==> config.mk <==
export PLATFORM = sky130hd
export DESIGN_NAME = scancode_keyboard_decoder_unit
export DESIGN_NICKNAME = d
export VERILOG_FILES = /design/src/sckd_pkg.sv /design/src/scancode_keyboard_decoder_unit.sv
export SDC_FILE = /design/constraint.sdc
export NUM_CORES = 1
export LEC_CHECK = 0
export ABC_AREA = 1
export CAP_MARGIN = 10
export CORE_ASPECT_RATIO = 0.8
export CORE_UTILIZATION = 43
export DETAILED_ROUTE_END_ITERATION = 8
export DONT_BUFFER_PORTS = 1
export GPL_TIMING_DRIVEN = 0
export PLACE_DENSITY_LB_ADDON = 0.12
export SYNTH_ARGS = -nofsm -noshare
export SYNTH_HDL_FRONTEND = slang
export SYNTH_SLANG_ARGS = --single-unit
==> constraint.sdc <==
create_clock -name clock -period 10.4 [get_ports clock]
set_clock_uncertainty 0.2 [all_clocks]
set_input_delay 2.6 -clock clock [delete_from_list [all_inputs] [get_ports clock]]
set_output_delay 2.6 -clock clock [all_outputs]
set_load 0.1 [all_outputs]
==> src/sckd_pkg.sv <==
// Types, key codes and decode functions for the scan code keyboard decoder
package sckd_pkg;

   typedef struct packed {
      logic [7:0] raw_byte;
      logic       key_released;
   } sckd_req_type;

   typedef struct packed {
      logic       key_valid;
      logic [8:0] key_code;
      logic [7:0] scan_code;
      logic       key_action;
      logic [5:0] modifier_bits;
      logic       char_valid;
      logic [6:0] char_code;
      logic       char_is_text;
   } sckd_rsp_type;

   localparam logic [7:0] PREFIX_BYTE = 8'hE0;
   localparam logic [7:0] SCAN_MASK   = 8'h7F;
   localparam logic [7:0] EXT_BIT     = 8'h80;

   localparam logic [8:0] CASE_OFFSET = 9'd32;
   localparam logic [8:0] CHAR_ZERO   = 9'd48;

   localparam logic [8:0] KEY_NONE   = 9'd0;
   localparam logic [8:0] KEY_SPACE  = 9'd32;
   localparam logic [8:0] KEY_GRAVE  = 9'd96;
   localparam logic [8:0] KEY_A      = 9'd65;
   localparam logic [8:0] KEY_Z      = 9'd90;
   localparam logic [8:0] KEY_ESC    = 9'd256;
   localparam logic [8:0] KEY_ENTER  = 9'd257;
   localparam logic [8:0] KEY_TAB    = 9'd258;
   localparam logic [8:0] KEY_BKSP   = 9'd259;
   localparam logic [8:0] KEY_INS    = 9'd260;
   localparam logic [8:0] KEY_DEL    = 9'd261;
   localparam logic [8:0] KEY_RIGHT  = 9'd262;
   localparam logic [8:0] KEY_LEFT   = 9'd263;
   localparam logic [8:0] KEY_DOWN   = 9'd264;
   localparam logic [8:0] KEY_UP     = 9'd265;
   localparam logic [8:0] KEY_PGUP   = 9'd266;
   localparam logic [8:0] KEY_PGDN   = 9'd267;
   localparam logic [8:0] KEY_HOME   = 9'd268;
   localparam logic [8:0] KEY_END    = 9'd269;
   localparam logic [8:0] KEY_CAPS   = 9'd280;
   localparam logic [8:0] KEY_SCROLL = 9'd281;
   localparam logic [8:0] KEY_NUM    = 9'd282;
   localparam logic [8:0] KEY_F1     = 9'd290;
   localparam logic [8:0] KEY_KP0    = 9'd320;
   localparam logic [8:0] KEY_KP9    = 9'd329;
   localparam logic [8:0] KEY_KPDEC  = 9'd330;
   localparam logic [8:0] KEY_KPDIV  = 9'd331;
   localparam logic [8:0] KEY_KPMUL  = 9'd332;
   localparam logic [8:0] KEY_KPSUB  = 9'd333;
   localparam logic [8:0] KEY_KPADD  = 9'd334;
   localparam logic [8:0] KEY_KPENT  = 9'd335;
   localparam logic [8:0] KEY_LSHIFT = 9'd340;
   localparam logic [8:0] KEY_LCTRL  = 9'd341;
   localparam logic [8:0] KEY_LALT   = 9'd342;
   localparam logic [8:0] KEY_LSUPER = 9'd343;
   localparam logic [8:0] KEY_RSHIFT = 9'd344;
   localparam logic [8:0] KEY_RCTRL  = 9'd345;
   localparam logic [8:0] KEY_RALT   = 9'd346;
   localparam logic [8:0] KEY_RSUPER = 9'd347;
   localparam logic [8:0] KEY_MENU   = 9'd348;

   localparam int HELD_CAPS = 8;
   localparam int HELD_NUM  = 9;

   function automatic logic [8:0] scan_to_key(input logic [7:0] scan);
      logic [8:0] key;
      unique case (scan)
         8'h1e: key = 9'("A");
         8'h30: key = 9'("B");
         8'h2e: key = 9'("C");
         8'h20: key = 9'("D");
         8'h12: key = 9'("E");
         8'h21: key = 9'("F");
         8'h22: key = 9'("G");
         8'h23: key = 9'("H");
         8'h17: key = 9'("I");
         8'h24: key = 9'("J");
         8'h25: key = 9'("K");
         8'h26: key = 9'("L");
         8'h32: key = 9'("M");
         8'h31: key = 9'("N");
         8'h18: key = 9'("O");
         8'h19: key = 9'("P");
         8'h10: key = 9'("Q");
         8'h13: key = 9'("R");
         8'h1f: key = 9'("S");
         8'h14: key = 9'("T");
         8'h16: key = 9'("U");
         8'h2f: key = 9'("V");
         8'h11: key = 9'("W");
         8'h2d: key = 9'("X");
         8'h15: key = 9'("Y");
         8'h2c: key = 9'("Z");
         8'h02: key = 9'("1");
         8'h03: key = 9'("2");
         8'h04: key = 9'("3");
         8'h05: key = 9'("4");
         8'h06: key = 9'("5");
         8'h07: key = 9'("6");
         8'h08: key = 9'("7");
         8'h09: key = 9'("8");
         8'h0a: key = 9'("9");
         8'h0b: key = 9'("0");
         8'h1c: key = KEY_ENTER;
         8'h01: key = KEY_ESC;
         8'h0e: key = KEY_BKSP;
         8'h0f: key = KEY_TAB;
         8'h39: key = KEY_SPACE;
         8'h0c: key = 9'("-");
         8'h0d: key = 9'("=");
         8'h1a: key = 9'("[");
         8'h1b: key = 9'("]");
         8'h2b: key = 9'd92;
         8'h27: key = 9'(";");
         8'h28: key = 9'd39;
         8'h29: key = KEY_GRAVE;
         8'h33: key = 9'(",");
         8'h34: key = 9'(".");
         8'h35: key = 9'("/");
         8'h3a: key = KEY_CAPS;
         8'h3b: key = KEY_F1;
         8'h3c: key = KEY_F1 + 9'd1;
         8'h3d: key = KEY_F1 + 9'd2;
         8'h3e: key = KEY_F1 + 9'd3;
         8'h3f: key = KEY_F1 + 9'd4;
         8'h40: key = KEY_F1 + 9'd5;
         8'h41: key = KEY_F1 + 9'd6;
         8'h42: key = KEY_F1 + 9'd7;
         8'h43: key = KEY_F1 + 9'd8;
         8'h44: key = KEY_F1 + 9'd9;
         8'h57: key = KEY_F1 + 9'd10;
         8'h58: key = KEY_F1 + 9'd11;
         8'hd2: key = KEY_INS;
         8'hc7: key = KEY_HOME;
         8'hc9: key = KEY_PGUP;
         8'hd3: key = KEY_DEL;
         8'hd1: key = KEY_PGDN;
         8'hcd: key = KEY_RIGHT;
         8'hcb: key = KEY_LEFT;
         8'hd0: key = KEY_DOWN;
         8'hc8: key = KEY_UP;
         8'h45: key = KEY_NUM;
         8'hb5: key = KEY_KPDIV;
         8'h37: key = KEY_KPMUL;
         8'h4a: key = KEY_KPSUB;
         8'h4e: key = KEY_KPADD;
         8'h9c: key = KEY_KPENT;
         8'h4f: key = KEY_KP0 + 9'd1;
         8'h50: key = KEY_KP0 + 9'd2;
         8'h51: key = KEY_KP0 + 9'd3;
         8'h4b: key = KEY_KP0 + 9'd4;
         8'h4c: key = KEY_KP0 + 9'd5;
         8'h4d: key = KEY_KP0 + 9'd6;
         8'h47: key = KEY_KP0 + 9'd7;
         8'h48: key = KEY_KP0 + 9'd8;
         8'h49: key = KEY_KP9;
         8'h52: key = KEY_KP0;
         8'h53: key = KEY_KPDEC;
         8'h1d: key = KEY_LCTRL;
         8'h2a: key = KEY_LSHIFT;
         8'h38: key = KEY_LALT;
         8'h9d: key = KEY_RCTRL;
         8'h36: key = KEY_RSHIFT;
         8'hcf: key = KEY_END;
         8'hb8: key = KEY_RALT;
         8'hdb: key = KEY_LSUPER;
         8'hdc: key = KEY_RSUPER;
         8'hdd: key = KEY_MENU;
         8'h46: key = KEY_SCROLL;
         default: key = KEY_NONE;
      endcase
      return key;
   endfunction

   function automatic logic [9:0] held_mask(input logic [8:0] key);
      logic [9:0] mask;
      mask = '0;
      if (key >= KEY_LSHIFT && key <= KEY_RSUPER) begin
         mask = 10'b1 << 4'(key - KEY_LSHIFT);
      end else if (key == KEY_CAPS) begin
         mask[HELD_CAPS] = 1'b1;
      end else if (key == KEY_NUM) begin
         mask[HELD_NUM] = 1'b1;
      end
      return mask;
   endfunction

   function automatic logic [6:0] shifted_char(input logic [6:0] c);
      logic [6:0] s;
      unique case (c)
         7'("1"):  s = 7'("!");
         7'("2"):  s = 7'("@");
         7'("3"):  s = 7'("#");
         7'("4"):  s = 7'("$");
         7'("5"):  s = 7'("%");
         7'("6"):  s = 7'("^");
         7'("7"):  s = 7'("&");
         7'("8"):  s = 7'("*");
         7'("9"):  s = 7'("(");
         7'("0"):  s = 7'(")");
         7'("-"):  s = 7'("_");
         7'("="):  s = 7'("+");
         7'("["):  s = 7'("{");
         7'("]"):  s = 7'("}");
         7'd92:    s = 7'("|");
         7'(";"):  s = 7'(":");
         7'd39:    s = 7'd34;
         7'(","):  s = 7'("<");
         7'("."):  s = 7'(">");
         7'("/"):  s = 7'("?");
         7'd96:    s = 7'("~");
         default:  s = c;
      endcase
      return s;
   endfunction

   // mods: bit0 shift, bit4 caps, bit5 num
   function automatic logic [6:0] key_char(input logic [8:0] key, input logic [5:0] mods);
      logic [6:0] c;
      if (key >= KEY_A && key <= KEY_Z) begin
         c = (mods[0] != mods[4]) ? key[6:0] : 7'(key + CASE_OFFSET);
      end else if (key >= KEY_KP0 && key <= KEY_KP9) begin
         c = mods[5] ? 7'(CHAR_ZERO + (key - KEY_KP0)) : 7'd0;
      end else if (key == KEY_KPADD) begin
         c = 7'("+");
      end else if (key == KEY_KPSUB) begin
         c = 7'("-");
      end else if (key == KEY_KPMUL) begin
         c = 7'("*");
      end else if (key == KEY_KPDIV) begin
         c = 7'("/");
      end else if (key == KEY_KPDEC) begin
         c = mods[5] ? 7'(".") : 7'd0;
      end else if (key < KEY_SPACE || key > KEY_GRAVE) begin
         c = 7'd0;
      end else begin
         c = mods[0] ? shifted_char(key[6:0]) : key[6:0];
      end
      return c;
   endfunction

endpackage

==> src/scancode_keyboard_decoder_unit.sv <==
// Scan code keyboard decoder: set-1 bytes in, key events and characters out
// An accepted req item is registered into the result register, or into the skid register while rsp_stall holds it.
// Throughput: 1 item per cycle while req_stall is low; decode is one table lookup and mask logic.
// A two-entry output (result register plus skid register) absorbs rsp_stall.
// Reset clears prefix, lock and held-key state and empties the output.
module scancode_keyboard_decoder_unit (
   input  logic                   clock,
   input  logic                   reset,
   input  logic                   req_valid,
   output logic                   req_stall,
   input  sckd_pkg::sckd_req_type req_data,
   output logic                   rsp_valid,
   input  logic                   rsp_stall,
   output sckd_pkg::sckd_rsp_type rsp_data
);
   import sckd_pkg::*;

   logic [1:0]   prefix_ff, prefix_in;
   logic [1:0]   lock_ff, lock_in;
   logic [9:0]   down_ff, down_in;
   logic         out_valid_ff, out_valid_in;
   logic         skid_valid_ff, skid_valid_in;
   sckd_rsp_type out_ff, out_in;
   sckd_rsp_type skid_ff;

   logic         accept;
   logic         out_adv;
   logic         chan;
   logic         press;
   logic         is_prefix;
   logic [1:0]   chan_mask;
   logic [7:0]   scan;
   logic [8:0]   key;
   logic         mapped;
   logic [9:0]   held_sel;
   logic         held_before;
   logic         toggle;
   logic [9:0]   eff;
   logic [5:0]   mods;
   logic [6:0]   ch;
   sckd_rsp_type result;

   assign accept    = req_valid && !skid_valid_ff;
   assign req_stall = skid_valid_ff;
   assign out_adv   = !out_valid_ff || !rsp_stall;
   assign rsp_valid = out_valid_ff;
   assign rsp_data  = out_ff;

   always_comb begin
      chan        = req_data.key_released;
      press       = !chan;
      chan_mask   = chan ? 2'b10 : 2'b01;
      is_prefix   = (req_data.raw_byte == PREFIX_BYTE);
      scan        = (req_data.raw_byte & SCAN_MASK) | (prefix_ff[chan] ? EXT_BIT : 8'h00);
      key         = scan_to_key(scan);
      mapped      = !is_prefix && (key != KEY_NONE);
      held_sel    = mapped ? held_mask(key) : 10'd0;
      held_before = |(held_sel & down_ff);
      toggle      = mapped && press && !held_before;
      lock_in     = lock_ff ^ {toggle && (key == KEY_NUM), toggle && (key == KEY_CAPS)};
      eff         = (down_ff & ~held_sel) | (held_sel & {10{press}});
      down_in     = eff;
      mods        = {lock_in, eff[3] | eff[7], eff[2] | eff[6], eff[1] | eff[5],
                     eff[0] | eff[4]};
      ch          = press ? key_char(key, mods) : 7'd0;
      prefix_in   = is_prefix ? (prefix_ff | chan_mask) : (prefix_ff & ~chan_mask);

      result = '0;
      if (mapped) begin
         result.key_valid     = 1'b1;
         result.key_code      = key;
         result.scan_code     = scan;
         result.key_action    = press;
         result.modifier_bits = mods;
         if (ch != 7'd0) begin
            result.char_valid   = 1'b1;
            result.char_code    = ch;
            result.char_is_text = (mods[3:1] == 3'b000);
         end
      end
   end

   always_comb begin
      out_valid_in  = out_valid_ff;
      skid_valid_in = skid_valid_ff;
      out_in        = out_ff;
      if (out_adv) begin
         if (skid_valid_ff) begin
            out_valid_in  = 1'b1;
            skid_valid_in = 1'b0;
            out_in        = skid_ff;
         end else begin
            out_valid_in = accept;
            out_in       = result;
         end
      end else if (accept) begin
         skid_valid_in = 1'b1;
      end
   end

   always_ff @(posedge clock) begin
      if (reset) begin
         prefix_ff     <= '0;
         lock_ff       <= '0;
         down_ff       <= '0;
         out_valid_ff  <= 1'b0;
         skid_valid_ff <= 1'b0;
      end else begin
         if (accept) begin
            prefix_ff <= prefix_in;
            lock_ff   <= lock_in;
            down_ff   <= down_in;
         end
         out_valid_ff  <= out_valid_in;
         skid_valid_ff <= skid_valid_in;
      end
   end

   always_ff @(posedge clock) begin
      out_ff <= out_in;
      if (accept && !out_adv) begin
         skid_ff <= result;
      end
   end

endmodule

# After elaboration in Yosys (flattened, before gate mapping)

Memories as Yosys holds them, arrays and structs flattened.
Cells that the tools add are included.

Output and inout port bits: 36
Logic and storage cells: 133
Register bits after elaboration: 84
Bits in read-only memories: 2,048
Input bits: 13
Memories: 1

Memory list:

| name            | words | bits a word | rd ports | clocked after memory_dff | wr ports | line           | source |
|---|---|---|---|---|---|---|---|
| (no name shown) | 256   | 8           | 1        | 0                        | 0        | sckd_pkg.sv:73 | `unique case (scan)` |

Eq/ne operators: 30
Bitwise gates (word level): 14
$add $sub $neg: 4
Shift-type cells: 1
Mux-type cells: 29
Magnitude comparators: 9
Reduce and logical (&&, ||, !) cells: 24

Operator list:

| cell                 | number |
|---|---|
| $pmux 7 s21          | 1 |
| $eq 7x6->1 const B   | 17 |
| $mux 7               | 12 |
| $mux 34              | 2 |
| $eq 9x9->1 const B   | 7 |
| $and 10x10->10       | 3 |
| $eq 7x7->1 const B   | 4 |
| $ge 9x9->1 const B   | 2 |
| $le 9x9->1 const B   | 2 |
| $mux 8               | 2 |
| $logic_and 1x1->1    | 10 |
| $mux 10              | 1 |
| $not 10->10          | 1 |
| $or 10x10->10        | 1 |
| $reduce_or 10->1     | 1 |
| $shl 1x4->10 const A | 1 |
| $ge 9x7->1 const B   | 1 |
| $gt 9x7->1 const B   | 1 |
| $le 9x7->1 const B   | 1 |
| $lt 9x6->1 const B   | 1 |
| $mux 9               | 1 |
| $reduce_bool 9->1    | 1 |
| $eq 8x8->1 const B   | 1 |
| $or 7x8->8           | 1 |
| other kinds (19)     | 36 |

# Depth between registers and ports, before layout

An unclocked memory read counts as a cell.

Word-level depth: 29
Depth in mapped cells: 38
Depth with buffers taken out: 36

# Least setup slack after synthesis

No wires, ideal clock.

Kind: input to register
Start: in req_data[2] in the netlist's numbering
End: reg out_ff (netlist bit rsp_data[8]) (data pin)
Required time: 9.937 ns
Path buffers: 2
Setup time: 0.263 ns
Stages on the path: 36
Arrival: 6.084 ns
Path slack: 3.853 ns
Cells stage by stage: buf_2 -> inv_2 -> ha_1 -> nand2_2 -> nand2_1 -> inv_1 -> nand2_1 -> nand2_1 -> nand2_1 -> nand2_1 -> o21ai_1 -> nand2_1 -> buf_2 -> inv_1 -> ha_1 -> nand3_1 -> nor2_1 -> nand3_1 -> nand3_2 -> nand2_4 -> inv_4 -> nand3_2 -> o21ai_4 -> nand2_2 -> nand2_2 -> nand2_1 -> nand3_1 -> nand3_1 -> nand2_1 -> nand3_1 -> nand2_1 -> nand2_1 -> nor2_2 -> nand3_2 -> nand2_2 -> o21ai_2

Cells in the longest elaborated chain, start to end: 26
Elaborated cells between the ends (all ways): 89
Classes of those cells: add/sub (4); order compare (8); eq/ne (30); shift (1); mux (23); bitwise (8); reduce/logical (14); memory (1)

Ends and longest elaborated chain:

| item                                                                | line                                  | source |
|---|---|---|
| start: declaration                                                  | scancode_keyboard_decoder_unit.sv:11  | `input sckd_pkg::sckd_req_type req_data,` |
| parallel branches: the longest is 24 deep, another holds $ge 9x9->1 | n/a                                   |  |
| $mux 34 *                                                           | scancode_keyboard_decoder_unit.sv:69  | `if (mapped) begin` |
| $mux 34 *                                                           | scancode_keyboard_decoder_unit.sv:88  | `if (skid_valid_ff) begin` |
| end signal: assignment                                              | scancode_keyboard_decoder_unit.sv:120 | `out_ff <= out_in;` |
| end: declaration                                                    | scancode_keyboard_decoder_unit.sv:23  | `sckd_rsp_type out_ff, out_in;` |

Mark *: on every way between the ends.
A chain may end at the register's enable or synchronous reset.

# Final worst setup path

Ends and elaborated chain as after synthesis.

==> results.json <==
{
  "fmax_ghz": 0.129,
  "m1WireLength_mm": 9.77,
  "synth_enable_flop_cells": 66,
  "grt_pass1_vias": 5747,
  "synth.avg_cell_area_um2": 6.81,
  "gp_congestion": 0.972,
  "io_buffers": 0,
  "drt_iter0_markers": 723,
  "synth_xor_xnor_area_share": 0,
  "nFillCells": 1481,
  "critPathKind": "in -> reg",
  "final-max-slew-violation-count": 0,
  "dieArea_um2": 15300,
  "dpl.hpwl_mm": 15.2,
  "final_common_cell": "nand2_1",
  "synth_area_leaders": "edfxtp_1 (31%), nand2_1 (18%), nand3_1 (7.1%), nor2_1 (6.6%), dfxtp_1 (5.0%)",
  "drc_errors": 0,
  "p_switching_uw": 512,
  "grt_max_degree": 37,
  "clk_pin_slew_ns": 0.06,
  "syn_inst": 936,
  "root_buffer": "clkbuf_16",
  "layout_common_cells": "nand2_1 (303), nor2_1 (111), nand3_1 (91)",
  "whs_ns": 0.280,
  "intPower_uw": 690,
  "ant_nets": 0,
  "worst_path_max_delay_cell": "nand2_1",
  "grt_util_all_layers": 0.267,
  "cts.sinks": 82,
  "ctsHoldBuffers": 0,
  "vdd_drop_max_mv": 0.139,
  "holdCritPathClass": "reg -> reg",
  "pwr-share-clk": 0.282,
  "fin_crit_ns": 7.75,
  "ys_seq_area_frac": 0.361,
  "power.leakage_uw": 0.00323,
  "hold_viol": 0,
  "overflow": 0,
  "synth_top_area_frac": 0.311,
  "cts-buffers-inserted": 9,
  "synth_top_family_by_area": "simple AND/OR/NAND/NOR gates",
  "synth.distinct_cells": 46,
  "area_growth_pct": 8.78,
  "antenna_cells": 0,
  "synth-adder-area-share": 0.0393,
  "final_core_util": 0.483,
  "rows": 39,
  "fp.dieH_um": 111,
  "synthMuxAreaShare": 0,
  "wirelength_mm": 20.0,
  "cts_resized": 0,
  "cp_max_fo": 11,
  "synthSimpleGateAreaFrac": 0.403,
  "post_cts_buffers": 0,
  "worst_setup_path_end_kind": "flip-flop",
  "preCtsSetupSlack_ns": 2.47,
  "regArea_um2": 2300,
  "power.share.switching": 0.426,
  "first_pass_iters": 7,
  "worstPathArrival_ns": 7.62,
  "syn_area_um2": 6370,
  "dr_wl_met2_mm": 7.74,
  "synth-seq-cells": 82,
  "tightest_slew_ns": 1.12,
  "ys_async_sr_fraction": 0,
  "worst_setup_path_start_kind": "input pin",
  "setup_tns_ns": 0,
  "core_area_um2": 14300,
  "status": "finished, final reports clean",
  "synth_flop_cell": "edfxtp_1",
  "seq_power_share": 0.469,
  "fin_nets": 980,
  "start_util": 0.444,
  "crit_top_cell": "nand2_1",
  "design_area_um2": 6930,
  "top_layer_used": "met4",
  "relSlewSlack": 0.255,
  "dr_wl_met3_mm": 2.18,
  "antenna_found_initial": 0,
  "rsz0062_at_grt": "false",
  "setup_viol": 0,
  "wl_per_cell_um": 17.6,
  "ys.warnings.count": 0,
  "fin_crit_sh": 0.745,
  "max_stage_delay_ns": 0.36,
  "max_cap_viol_count": 0,
  "io_pins": 49,
  "grt_pass1_wl_mm": 32.1,
  "synth_top_area_cell": "edfxtp_1",
  "cts_tree": "done",
  "clk_latency_ns": 0.34,
  "p_per_area_nw_per_um2": 173,
  "drive_above_1_share": 0.106,
  "die_w_um": 138,
  "worstPathRequired_ns": 10.28,
  "h-tree-depth": 3,
  "multi_input_area_um2": 3490,
  "placed_area_um2": 6610,
  "synth_compound_area_frac": 0.103,
  "comb_power_share": 0.249,
  "via_per_inst": 5.58,
  "vias": 6340,
  "setup_ws_ns": 2.65,
  "synth_nets": 969,
  "cts_buffer_depth": 2
}
## synthesized netlist by cell type, types with 2 or more instances
library cell,n
nand2_1,304
nor2_1,112
nand3_1,91
inv_1,83
edfxtp_1,66
o21ai_0,39
a21oi_1,33
nand4_1,22
ha_1,20
dfxtp_1,16
nand2_2,16
clkbuf_1,14
inv_2,13
o21ai_1,12
nor2_2,9
buf_2,8
buf_4,8
nor3_1,8
a31oi_1,6
nand3_2,6
o211ai_1,6
buf_6,4
nor2_4,4
a21oi_2,3
clkinv_1,3
nand2_4,3
o21ai_2,3
a211oi_1,2
inv_4,2
nor3_2,2
o221ai_1,2
o31ai_1,2
## through the flow
stage	instances	power (µW)
finish	1136	1200
global route	1136	1260
CTS	1136	1200
detailed placement	1120	860
global placement	1120	862
floorplan	936	781
## routing by layer
metal | global-route usage | up-vias
met1 | 0.421 | 2871
met5 | 0 | -
met4 | 0.0557 | 0
met2 | 0.353 | 343
li1 | - | 3096
met3 | 0.0743 | 30
## final timing paths
path                             startpoint           to  slack (ns)  depth (start not counted)
worst min-delay path              flip-flop    flip-flop        0.28                          2
worst max-delay path            req_data[2]  rsp_data[8]        2.65                         36
worst max register to register    flip-flop  rsp_data[8]        5.43                         31
worst min register to register    flip-flop    flip-flop        0.28                          2
## area by class of cell
type                       count  share of cell area
buffer                        35              0.0291
clock buffer                  10              0.0330
clock inverter                 6              0.0130
inverter                     101              0.0554
multi-input combinational    718               0.504
sequential                    82               0.332
tap                          184              0.0332
## critical path, delay by kind of cell
| kind | cells | cell delay, ns |
|---|---|---|
| compound gates | 3 | 0.40 |
| fa+ha+maj | 2 | 0.59 |
| buf+inv | 6 | 1.08 |
| simple gates | 25 | 2.91 |
## state kept, by name, summed over array words and instances (netlist names), named ones only
name	flops
down_ff	8
lock_ff	2
req_stall	1
rsp_data	33
rsp_valid	1
skid_ff	33
## cell families (layout without fill, tap and decap cells)
kind of cell | count (synthesis) | count (layout)
flip-flops | 82 | 82
buffers and inverters | 136 | 152
adder cells (fa/ha/maj) | 20 | 20
AO/OA/AOI/OAI | 114 | 114
AND/OR/NAND/NOR | 583 | 583
other | 1 | 1
## power by group through the flow
| stage | sequential, µW | clock, µW | combinational (µW) |
|---|---|---|---|
| 3_3_place_gp | 569 | 0 | 293 |
| 6_report | 563 | 339 | 299 |
| 2_1_floorplan | 567 | 0 | 215 |
| 5_1_grt | 566 | 361 | 335 |
| 3_5_place_dp | 571 | 0 | 290 |
| 4_1_cts | 564 | 346 | 291 |
Note: power is estimated with default switching activity, not from simulation.
